===== config.mk =====
export PLATFORM = sky130hd
export DESIGN_NAME = bmp_rgb_pixel_stream_converter_top
export DESIGN_NICKNAME = d
export VERILOG_FILES = /design/src/hw/rtl/bmpc_pkg.sv /design/src/hw/rtl/bmp_rgb_pixel_stream_converter_top.sv /design/src/hw/rtl/bmpc_front.sv /design/src/hw/rtl/bmpc_queue.sv /design/src/hw/rtl/bmpc_back.sv
export SDC_FILE = /design/constraint.sdc
export NUM_CORES = 1
export LEC_CHECK = 0
export BUFFER_PORTS_ARGS = -buffer_cell sky130_fd_sc_hd__clkbuf_2
export CAP_MARGIN = 5
export CORE_MARGIN = 2
export CORE_UTILIZATION = 33
export CTS_CLUSTER_DIAMETER = 50
export CTS_CLUSTER_SIZE = 8
export DETAILED_ROUTE_END_ITERATION = 12
export PLACE_DENSITY = 0.54
export SETUP_SLACK_MARGIN = 0.05
export SLEW_MARGIN = 40
export SYNTH_ARGS = -nofsm -noshare
export SYNTH_HDL_FRONTEND = slang
export SYNTH_SLANG_ARGS = --single-unit

===== constraint.sdc =====
create_clock -name clk -period 8.5 [get_ports clk]
set_input_delay 0.85 -clock clk [delete_from_list [all_inputs] [get_ports clk]]
set_output_delay 0.85 -clock clk [all_outputs]
set_load 0.005 [all_outputs]

===== src/hw/rtl/bmpc_pkg.sv =====
`timescale 1ns / 1ps
// shared types, register indexes and pixel helpers for the bmp pixel converter
package bmpc_pkg;

	localparam int DIM_W = 13;
	localparam int CFG_IDX_W = 2;
	localparam int QUEUE_DEPTH = 2;

	localparam logic [CFG_IDX_W-1:0] REG_DIRECTION = 2'd0;
	localparam logic [CFG_IDX_W-1:0] REG_WIDTH = 2'd1;
	localparam logic [CFG_IDX_W-1:0] REG_HEIGHT = 2'd2;

	localparam logic DIR_TO_555 = 1'b0;
	localparam logic DIR_TO_888 = 1'b1;

	// one completed pixel plus the row padding that follows it
	typedef struct packed {
		logic dir;
		logic [7:0] byte_lo;
		logic [7:0] byte_hi;
		logic [7:0] byte_last;
		logic [1:0] pad;
		logic img_end;
	} job_t;

	// c * 255 / 31 through a scaled reciprocal, exact for 5-bit c
	function automatic logic [7:0] expand5(input logic [4:0] c);
		logic [28:0] p;
		p = 29'(c) * 29'd255 * 29'd33826;
		return p[27:20];
	endfunction

endpackage


===== src/hw/rtl/bmp_rgb_pixel_stream_converter_top.sv =====
`timescale 1ns / 1ps
// top level of the bmp pixel stream converter: configuration registers and the two ends
// Converts the pixel bytes of a bottom-up BMP raster between BGR888 and RGB555, one pixel
// per request. Source row padding is dropped and zero padding is added after each output
// row. The front end takes one byte per cycle while its two-entry request queue has room; each
// completed pixel becomes one request, and the back end sends one output byte per cycle while
// the output is not stalled (2 pixel bytes to RGB555, 3 to BGR888, plus up to 3 padding bytes
// at a row end). Toward BGR888 the back end's single output port sets the sustained rate.
// A pixel's bytes pass through the queue slot, the back end's job register and the output
// register. The user must see that configuration is written only while the stream is idle;
// the block itself does not enforce it.
module bmp_rgb_pixel_stream_converter_top import bmpc_pkg::*; #(
	parameter int MAX_WIDTH = 4096,
	parameter int MAX_HEIGHT = 4096
) (
	input  logic clk,
	input  logic arst_n,
	input  logic cfg_we,
	input  logic [CFG_IDX_W-1:0] cfg_index,
	input  logic [DIM_W-1:0] cfg_data,
	input  logic in_valid,
	output logic in_stall,
	input  logic [7:0] data_byte,
	output logic out_valid,
	input  logic out_stall,
	output logic [7:0] out_byte,
	output logic last_of_run,
	output logic end_of_image
);

	logic dir_q;
	logic [DIM_W-1:0] width_q;
	logic [DIM_W-1:0] height_q;

	logic q_full;
	logic push;
	job_t push_job;
	logic q_valid;
	job_t q_job;
	logic pop;

	always_ff @(posedge clk or negedge arst_n) begin
		if (!arst_n) begin
			dir_q <= DIR_TO_555;
			width_q <= DIM_W'(1);
			height_q <= DIM_W'(1);
		end else if (cfg_we) begin
			unique case (cfg_index)
				REG_DIRECTION: dir_q <= cfg_data[0];
				REG_WIDTH: width_q <= cfg_data;
				REG_HEIGHT: height_q <= cfg_data;
				default: ;
			endcase
		end
	end

	bmpc_front #(
		.MAX_WIDTH(MAX_WIDTH),
		.MAX_HEIGHT(MAX_HEIGHT)
	) u_front (
		.clk(clk),
		.arst_n(arst_n),
		.in_valid(in_valid),
		.in_stall(in_stall),
		.data_byte(data_byte),
		.dir(dir_q),
		.img_w(width_q),
		.img_h(height_q),
		.q_full(q_full),
		.push(push),
		.job(push_job)
	);

	bmpc_queue u_queue (
		.clk(clk),
		.arst_n(arst_n),
		.push(push),
		.push_job(push_job),
		.full(q_full),
		.q_valid(q_valid),
		.q_job(q_job),
		.pop(pop)
	);

	bmpc_back u_back (
		.clk(clk),
		.arst_n(arst_n),
		.q_valid(q_valid),
		.q_job(q_job),
		.pop(pop),
		.out_valid(out_valid),
		.out_stall(out_stall),
		.out_byte(out_byte),
		.last_of_run(last_of_run),
		.end_of_image(end_of_image)
	);

endmodule


===== src/hw/rtl/bmpc_front.sv =====
`timescale 1ns / 1ps
// front end: takes source bytes, drops source padding, tracks row and image position
module bmpc_front import bmpc_pkg::*; #(
	parameter int MAX_WIDTH = 4096,
	parameter int MAX_HEIGHT = 4096
) (
	input  logic clk,
	input  logic arst_n,
	input  logic in_valid,
	output logic in_stall,
	input  logic [7:0] data_byte,
	input  logic dir,
	input  logic [DIM_W-1:0] img_w,
	input  logic [DIM_W-1:0] img_h,
	input  logic q_full,
	output logic push,
	output job_t job
);

	localparam int COL_W = (MAX_WIDTH > 8192) ? DIM_W : ((MAX_WIDTH < 2) ? 1 : $clog2(MAX_WIDTH));
	localparam int ROW_W = (MAX_HEIGHT > 8192) ? DIM_W :
		((MAX_HEIGHT < 2) ? 1 : $clog2(MAX_HEIGHT));
	localparam logic [16:0] MAX_W_L = 17'(MAX_WIDTH);
	localparam logic [16:0] MAX_H_L = 17'(MAX_HEIGHT);

	logic [15:0] held_q;
	logic [1:0] phase_q;
	logic [1:0] pad_q;
	logic [COL_W-1:0] col_q;
	logic [ROW_W-1:0] row_q;

	logic accept;
	logic complete;
	logic [1:0] bpp;
	logic [DIM_W-1:0] w_c;
	logic [DIM_W-1:0] h_c;
	logic [DIM_W:0] col_next;
	logic [DIM_W:0] row_next;
	logic row_end;
	logic img_last;
	logic [1:0] out_pad;
	logic [1:0] src_pad;

	assign in_stall = q_full;
	assign accept = in_valid && !q_full;

	always_comb begin
		if (img_w == '0) begin
			w_c = DIM_W'(1);
		end else if ({4'b0, img_w} > MAX_W_L) begin
			w_c = MAX_W_L[DIM_W-1:0];
		end else begin
			w_c = img_w;
		end
		if (img_h == '0) begin
			h_c = DIM_W'(1);
		end else if ({4'b0, img_h} > MAX_H_L) begin
			h_c = MAX_H_L[DIM_W-1:0];
		end else begin
			h_c = img_h;
		end
	end

	assign bpp = (dir == DIR_TO_888) ? 2'd2 : 2'd3;
	assign complete = (pad_q == 2'd0) && ({1'b0, phase_q} + 3'd1 >= {1'b0, bpp});
	assign col_next = (DIM_W+1)'(col_q) + (DIM_W+1)'(1);
	assign row_next = (DIM_W+1)'(row_q) + (DIM_W+1)'(1);
	assign row_end = col_next >= {1'b0, w_c};
	assign img_last = row_next >= {1'b0, h_c};

	// 3*w-byte rows pad by w[1:0] bytes, 2*w-byte rows pad by two when w is odd
	always_comb begin
		if (dir == DIR_TO_888) begin
			out_pad = w_c[1:0];
			src_pad = w_c[0] ? 2'd2 : 2'd0;
		end else begin
			out_pad = w_c[0] ? 2'd2 : 2'd0;
			src_pad = w_c[1:0];
		end
	end

	assign push = accept && complete;

	always_comb begin
		job.dir = dir;
		job.byte_lo = held_q[7:0];
		job.byte_hi = held_q[15:8];
		job.byte_last = data_byte;
		job.pad = row_end ? out_pad : 2'd0;
		job.img_end = row_end && img_last;
	end

	always_ff @(posedge clk or negedge arst_n) begin
		if (!arst_n) begin
			held_q <= '0;
			phase_q <= '0;
			pad_q <= '0;
			col_q <= '0;
			row_q <= '0;
		end else if (accept) begin
			if (pad_q != 2'd0) begin
				pad_q <= pad_q - 2'd1;
			end else if (!complete) begin
				if (phase_q == 2'd0) begin
					held_q <= {8'h00, data_byte};
				end else begin
					held_q <= {data_byte, held_q[7:0]};
				end
				phase_q <= phase_q + 2'd1;
			end else begin
				phase_q <= '0;
				held_q <= '0;
				if (row_end) begin
					col_q <= '0;
					pad_q <= src_pad;
					row_q <= img_last ? '0 : row_next[ROW_W-1:0];
				end else begin
					col_q <= col_next[COL_W-1:0];
				end
			end
		end
	end

endmodule


===== src/hw/rtl/bmpc_queue.sv =====
`timescale 1ns / 1ps
// short request queue between the front and back ends
module bmpc_queue import bmpc_pkg::*; (
	input  logic clk,
	input  logic arst_n,
	input  logic push,
	input  job_t push_job,
	output logic full,
	output logic q_valid,
	output job_t q_job,
	input  logic pop
);

	localparam int PTR_W = $clog2(QUEUE_DEPTH);
	localparam int CNT_W = $clog2(QUEUE_DEPTH + 1);

	job_t slot_q [QUEUE_DEPTH];
	logic [PTR_W-1:0] wr_ptr_q;
	logic [PTR_W-1:0] rd_ptr_q;
	logic [CNT_W-1:0] count_q;
	logic do_push;
	logic do_pop;

	assign full = count_q == CNT_W'(QUEUE_DEPTH);
	assign q_valid = count_q != '0;
	assign q_job = slot_q[rd_ptr_q];
	assign do_push = push && !full;
	assign do_pop = pop && q_valid;

	always_ff @(posedge clk) begin
		if (do_push) begin
			slot_q[wr_ptr_q] <= push_job;
		end
	end

	always_ff @(posedge clk or negedge arst_n) begin
		if (!arst_n) begin
			wr_ptr_q <= '0;
			rd_ptr_q <= '0;
			count_q <= '0;
		end else begin
			if (do_push) begin
				wr_ptr_q <= (wr_ptr_q == PTR_W'(QUEUE_DEPTH - 1)) ? '0 : wr_ptr_q + PTR_W'(1);
			end
			if (do_pop) begin
				rd_ptr_q <= (rd_ptr_q == PTR_W'(QUEUE_DEPTH - 1)) ? '0 : rd_ptr_q + PTR_W'(1);
			end
			if (do_push && !do_pop) begin
				count_q <= count_q + CNT_W'(1);
			end else if (do_pop && !do_push) begin
				count_q <= count_q - CNT_W'(1);
			end
		end
	end

endmodule


===== src/hw/rtl/bmpc_back.sv =====
`timescale 1ns / 1ps
// back end: converts one pixel request and streams its bytes through the output register
module bmpc_back import bmpc_pkg::*; (
	input  logic clk,
	input  logic arst_n,
	input  logic q_valid,
	input  job_t q_job,
	output logic pop,
	output logic out_valid,
	input  logic out_stall,
	output logic [7:0] out_byte,
	output logic last_of_run,
	output logic end_of_image
);

	job_t job_q;
	logic busy_q;
	logic [2:0] idx_q;
	logic out_valid_q;
	logic [7:0] out_byte_q;
	logic last_q;
	logic eoi_q;

	logic [15:0] pix555;
	logic [15:0] v;
	logic [7:0] pix_byte [3];
	logic [2:0] npix;
	logic [2:0] total;
	logic [7:0] sel_byte;
	logic at_last;
	logic advance;
	logic load;

	assign v = {job_q.byte_last, job_q.byte_lo};
	assign pix555 = {1'b0, job_q.byte_last[7:3], job_q.byte_hi[7:3], job_q.byte_lo[7:3]};

	always_comb begin
		if (job_q.dir == DIR_TO_888) begin
			pix_byte[0] = expand5(v[4:0]);
			pix_byte[1] = expand5(v[9:5]);
			pix_byte[2] = expand5(v[14:10]);
			npix = 3'd3;
		end else begin
			pix_byte[0] = pix555[7:0];
			pix_byte[1] = pix555[15:8];
			pix_byte[2] = 8'h00;
			npix = 3'd2;
		end
	end

	assign total = npix + {1'b0, job_q.pad};
	// bytes past the pixel are zero row padding
	assign sel_byte = (idx_q < npix) ? pix_byte[idx_q[1:0]] : 8'h00;
	assign at_last = idx_q == total - 3'd1;

	assign advance = busy_q && (!out_valid_q || !out_stall);
	assign load = q_valid && (!busy_q || (advance && at_last));
	assign pop = load;

	always_ff @(posedge clk) begin
		if (load) begin
			job_q <= q_job;
		end
		if (advance) begin
			out_byte_q <= sel_byte;
			last_q <= at_last;
			eoi_q <= at_last && job_q.img_end;
		end
	end

	always_ff @(posedge clk or negedge arst_n) begin
		if (!arst_n) begin
			busy_q <= 1'b0;
			idx_q <= '0;
			out_valid_q <= 1'b0;
		end else begin
			if (load) begin
				busy_q <= 1'b1;
				idx_q <= '0;
			end else if (advance) begin
				if (at_last) begin
					busy_q <= 1'b0;
				end else begin
					idx_q <= idx_q + 3'd1;
				end
			end
			if (advance) begin
				out_valid_q <= 1'b1;
			end else if (!out_stall) begin
				out_valid_q <= 1'b0;
			end
		end
	end

	assign out_valid = out_valid_q;
	assign out_byte = out_byte_q;
	assign last_of_run = last_q;
	assign end_of_image = eoi_q;

endmodule

==> flow_summary_export.csv, run 1 <==
group,metric,value,unit
run_status,status,"finished, final reports clean",
setup_path,path_class,"register to register",
sta,worst_pin_slew,0.6946,ns
grt,grt_max_degree,78,
layout,multi_input_area,0.008433,mm2
layout,layout_common_cells,"ha_1, inv_1, nand2_1",
clock_network,clk_path_buf_depth,2,
clock_network,cts_tree,"built",
die,die_h,206.6,um
placement,place_ws,0.8941,ns
grt,grt_pass1_vias,9181,
logic_synthesis,synth_warnings,0,
clock_network,worstSkewPairLatency,0.43,ns
setup_path,rr_startpoint,"u_back.job_q[3]",
die,start_util,33.34,%
setup_path,startpoint_type,"register",
clock_network,cts_buffers,17,
layout,final_common_cell,"ha_1",
logic_synthesis,synth_top_cell_area_share,24.56,%
logic_synthesis,async_flop_share,47.53,%
layout,num-nets-final,1654,
layout,instances_no_fill,1851,
setup_path,critical_path.startpoint,"u_back.job_q[3]",
layout,layout-area-overhead-vs-synth,11.02,%
sta,fmax,131.3,MHz
die,core,0.04065,mm2
layout,drive_gt1_share,11.83,%
logic_synthesis,syn_nets,1608,
grt,gr-total-overflow,0,
drt,remaining_drc_errors,0,
setup_path,cp.arrival,7.80,ns
sta,rsz0062_at_grt,"no",
die,die_width,206.6,um
logic_synthesis,ys_seq_elements,162,
drt,drt_first_pass_iters,7,
grt,grt_util_all_layers,13.53,%
job,drv_cap,0,
logic_synthesis,synth_top_area_cell,"ha_1",
layout,diodes,0,
logic_synthesis,ys_seq_area_share,33.07,%
drt,wire_per_inst,14.78,um
logic_synthesis,ys_types,68,
clock_network,postCtsSetupRepairBufs,0,
logic_synthesis,synth_cells,1260,
placement,dp.final_hpwl,21.98,mm
logic_synthesis,synth_edf_count,85,
layout,fill_cells,4035,
sta,final_max_slew_viol_count,0,
layout,ff_latch_area,0.004482,mm2
sta,fin_ws,0.8835,ns
clock_network,cts_resized,0,
clock_network,holdBufCountCts,0,
grt,grt_pass1_wl,45.92,mm
placement,place_congestion,0.8053,
setup_path,critPathMaxStageDelay,0.68,ns
drt,routed_wl,27.36,mm
drt,vias_per_cell,4.823,
die,num_io_pins,40,
clock_network,cts.sinks,162,
clock_network,clk_pin_slew,0.07,ns
logic_synthesis,postSynthAreaPerCell,10.76,um2
placement,dp.cells,1819,
logic_synthesis,synthFlopType,"edfxtp_1",
sta,min_period,7.616,ns
sta,min_period_over_period,89.61,%
placement,port_buffers,39,
sta,fin_setup_tns,0,ns
logic_synthesis,syn_area,0.01355,mm2
setup_path,crit_slowest_cell,"fa_1",
drt,ant_nets,0,
die,die_area,0.04270,mm2
die,num_rows,74,
setup_path,endpoint_kind,"register",
clock_network,htree_levels,4,
sta,timing.clock.skew,0.01204,ns
drt,vias,8927,
hold_path,hold_path.class,"input pin to asynchronous set/reset pin",
setup_path,required,8.69,ns
clock_network,clock-root-buffer,"clkbuf_16",
logic_synthesis,ys_top_cells_by_area,"ha_1, edfxtp_1, dfrtp_1, fa_1, mux2_2",
setup_path,critical_path.max_fanout,5,
sta,setup_viol,0,
drt,drtIter0Drc,478,
grt,antenna_found_initial,2,
sta,slew-limit-headroom,53.38,%
sta,finalHoldViolations,0,
[synth_stat cells (5+ instances only)]
| cell | number |
|---|---|
| xor2_1 | 35 |
| a31oi_1 | 13 |
| clkbuf_1 | 12 |
| nand2_1 | 93 |
| o21ai_1 | 17 |
| nor2_1 | 51 |
| nor4_1 | 5 |
| a21oi_1 | 38 |
| mux2i_1 | 9 |
| a22o_1 | 14 |
| mux2_2 | 52 |
| nand3_1 | 25 |
| a21o_1 | 22 |
| dfrtp_1 | 75 |
| fa_1 | 54 |
| buf_2 | 5 |
| nor3_1 | 13 |
| o21bai_1 | 9 |
| o21ai_0 | 44 |
| o31ai_1 | 6 |
| nand2b_1 | 8 |
| and2_1 | 11 |
| ha_1 | 266 |
| inv_1 | 153 |
| nor2b_1 | 11 |
| a211oi_1 | 8 |
| and3_1 | 10 |
| edfxtp_1 | 85 |
| o21a_1 | 5 |
| nand4_1 | 9 |
| xnor2_1 | 39 |
[logic make-up after synthesis]
family | synth area share (%)
adders and majority gates | 32.54
muxes | 5.484
AOI/OAI and AO/OA | 10.27
and+or+nand+nor | 8.965
DFF | 33.07
buffers and inverters | 4.893
xor gates and xnor gates | 4.783
[through the flow]
stage | util (%) | instance area [um2] | hold slack [ns]
after CTS | 37.01 | 15040 | 0.4778
after detailed placement | 35.55 | 14450 | 0.4593
after floorplan | - | 13550 | 0.4424
after global placement | 35.41 | 14390 | 0.4512
final | 37.02 | 15050 | 0.4629
after global routing | 37.02 | 15050 | 0.4885
[routing by layer]
layer,global-route usage (%),wire length (um),up-vias
met5,0,26,-
met4,3.061,266,4
met3,2.292,776,23
met2,23.79,13530,77
met1,17.35,12760,4277
li1,-,-,4546
[cell type report]
cell class              count  area share [%]
multi-input cells         923           56.05
clock inverters            10          0.6403
well taps                 532           4.424
flip-flops and latches    162           29.79
repair buffers             47           1.938
inverters                 155           3.867
clock buffers              22           3.293
[sequential cells by signal (all words and copies together), names as in the netlist]
name                 flops
u_front.pad_q            2
u_queue.slot_q          50
u_back.last_of_run       1
u_queue.wr_ptr_q         1
height_q                13
u_queue.rd_ptr_q         1
u_front.row_q           12
u_back.out_valid         1
u_front.phase_q          2
u_back.job_q            25
u_back.out_byte          8
u_front.held_q          13
dir_q                    1
u_front.col_q           12
u_back.busy_q            1
u_queue.count_q          2
u_back.end_of_image      1
width_q                 13
u_back.idx_q             3
[path summary, 6_finish.rpt]
check	endpoint	slack, ns	cells past startpoint
min	u_front.col_q[11]	0.46	1
max	u_back.out_byte[1]	0.88	29
min reg2reg	u_queue.slot_q[0][17]	0.48	0
min in group clk	u_queue.slot_q[0][17]	0.48	0
max reg2reg	u_back.out_byte[1]	0.88	29
max in group asynchronous	u_front.row_q[0]	7.59	1
[critical path: cells and delay by family, from the launching register on]
kind                       cells  cell delay [ns]
AOI/OAI and AO/OA             11             2.05
and+or+nand+nor                3             0.37
adders and majority gates      8             3.46
muxes                          1             0.47
buffers and inverters          4             0.23
xor gates and xnor gates       2             0.28
DFF                            1             0.49
Power of run 1 is left out: the tool's default activity adds up to more than one toggle a clock period on the data nets, which glitch-free logic cannot reach.
==> inputs of run 2 (changes only) <==
--- a/config.mk
+++ b/config.mk
@@ -7,12 +7,14 @@
 export LEC_CHECK = 0
 export BUFFER_PORTS_ARGS = -buffer_cell sky130_fd_sc_hd__clkbuf_2
 export CAP_MARGIN = 5
+export CELL_PAD_IN_SITES_DETAIL_PLACEMENT = 1
+export CELL_PAD_IN_SITES_GLOBAL_PLACEMENT = 1
 export CORE_MARGIN = 2
 export CORE_UTILIZATION = 33
 export CTS_CLUSTER_DIAMETER = 50
 export CTS_CLUSTER_SIZE = 8
 export DETAILED_ROUTE_END_ITERATION = 12
-export PLACE_DENSITY = 0.54
+export PLACE_DENSITY = 0.62
 export SETUP_SLACK_MARGIN = 0.05
 export SLEW_MARGIN = 40
 export SYNTH_ARGS = -nofsm -noshare
==> flow_summary_export.csv, run 2 (synthesized netlist as in run 1, its figures left out) <==
group,metric,value,unit
setup_path,cpLargestDelayFamily,"adder cells",
job,drv_cap,0,
setup_path,cp.buffers_inverters,4,
drt,ant_nets,0,
sta,min_period,7.670,ns
setup_path,critical_path.max_fanout,6,
setup_path,crit_slowest_cell,"fa_1",
setup_path,critPathMaxStageDelay,0.66,ns
layout,largest_reg_flops,50,
setup_path,endpoint_kind,"register",
clock_network,htree_levels,4,
layout,largest_registers,"u_queue.slot_q x50, u_back.job_q x25",
layout,fill_cells,4522,
placement,dp.final_hpwl,24.54,mm
grt,antenna_found_initial,1,
sta,rsz0062_at_grt,"no",
drt,drtIter0Drc,342,
die,die_area,0.04270,mm2
sta,slew-limit-headroom,49.12,%
layout,num-nets-final,1654,
die,start_util,33.34,%
drt,drt_first_pass_iters,4,
die,num_rows,74,
grt,grt_pass1_vias,9895,
layout,ff_latch_area,0.004482,mm2
hold_path,hold_path.class,"input pin to asynchronous set/reset pin",
sta,finalHoldViolations,0,
layout,layout-area-overhead-vs-synth,10.92,%
layout,layout_common_cells,"ha_1, inv_1, nand2_1",
clock_network,cts.sinks,162,
clock_network,holdBufCountCts,0,
layout,final_common_cell,"ha_1",
drt,routed_wl,30.42,mm
clock_network,cts_buffers,17,
clock_network,clk_pin_slew,0.08,ns
grt,grt_max_degree,78,
die,core,0.04065,mm2
layout,instances_no_fill,1851,
die,num_io_pins,40,
sta,setup_viol,0,
sta,min_period_over_period,90.24,%
placement,place_congestion,0.7806,
clock_network,worstSkewPairLatency,0.44,ns
sta,worst_hold_slack,0.4551,ns
grt,grt_util_all_layers,15.20,%
clock_network,postCtsSetupRepairBufs,0,
sta,fin_ws,0.8297,ns
layout,top_register,"u_queue.slot_q",
drt,wire_per_inst,16.43,um
sta,final_max_slew_viol_count,0,
placement,port_buffers,39,
sta,fmax,130.4,MHz
drt,vias,9115,
sta,timing.clock.skew,0.01432,ns
drt,vias_per_cell,4.924,
sta,worst_pin_slew,0.7633,ns
placement,place_ws,0.7534,ns
setup_path,required,8.70,ns
grt,grt_pass1_wl,50.92,mm
setup_path,path_class,"register to register",
clock_network,cts_tree,"built",
setup_path,cp.arrival,7.87,ns
setup_path,startpoint_type,"register",
sta,fin_setup_tns,0,ns
drt,remaining_drc_errors,0,
layout,diodes,0,
clock_network,cts_resized,0,
die,die_h,206.6,um
run_status,status,"finished, final reports clean",
grt,gr-total-overflow,0,
placement,dp.cells,1819,
layout,multi_input_area,0.008427,mm2
die,die_width,206.6,um
clock_network,clk_path_buf_depth,2,
clock_network,clock-root-buffer,"clkbuf_16",
layout,drive_gt1_share,11.83,%
[run 2: cell types whose count changed in the layout (fill, tap and decap cells not counted), moves of 2 or more]
cell and delta:
buf_4 +2, inv_8 +5, clkinv_8 +3, clkinv_2 -3, clkbuf_8 -3
[run 2: worst register-to-register path: cells and delay by family, from the launching register on]
kind                       cells  cell delay, ns
DFF                            1            0.56
xor gates and xnor gates       2            0.28
and+or+nand+nor                3            0.37
muxes                          1            0.47
buffers and inverters          4            0.24
AOI/OAI and AO/OA             11            2.08
adders and majority gates      8            3.42
[run 2: layout make-up]
class / count / share of cell area [%]
Timing Repair Buffer: 47 / 1.756
Inverter: 155 / 3.870
Clock buffer: 17 / 2.830
Clock inverter: 15 / 1.240
Tap cell: 532 / 4.428
Multi-Input combinational cell: 923 / 56.06
Sequential cell: 162 / 29.82
[run 2: worst paths after layout]
path	from	end	slack [ns]	cells past startpoint
min reg2reg	u_front.held_q[0]	u_queue.slot_q[1][19]	0.48	0
min in group clk	u_front.held_q[0]	u_queue.slot_q[1][19]	0.48	0
max in group asynchronous	arst_n	u_front.held_q[7]	7.59	1
max	u_back.job_q[26]	u_back.out_byte[1]	0.83	29
max reg2reg	u_back.job_q[26]	u_back.out_byte[1]	0.83	29
min	arst_n	u_front.row_q[11]	0.46	1
[run 2: per-stage QoR]
stage / cell area (um2) / utilization (%)
finish: 15030 / 36.98
detailed placement: 14420 / 35.47
floorplan: 13550 / -
global route: 15030 / 36.98
CTS: 15030 / 36.98
global placement: 14410 / 35.45
[run 2: metal layers]
layer  global-route usage (%)  wire (um)  vias to the layer above  share of wire, %
met5                        0         13                        -             0.043
met4                    3.189        277                        2              0.91
met3                    2.151        646                       22               2.1
met2                    25.56      14240                       69                47
met1                    20.80      15230                     4474                50
li1                         -          -                     4548                 -
Power of run 2 is left out for the same reason.
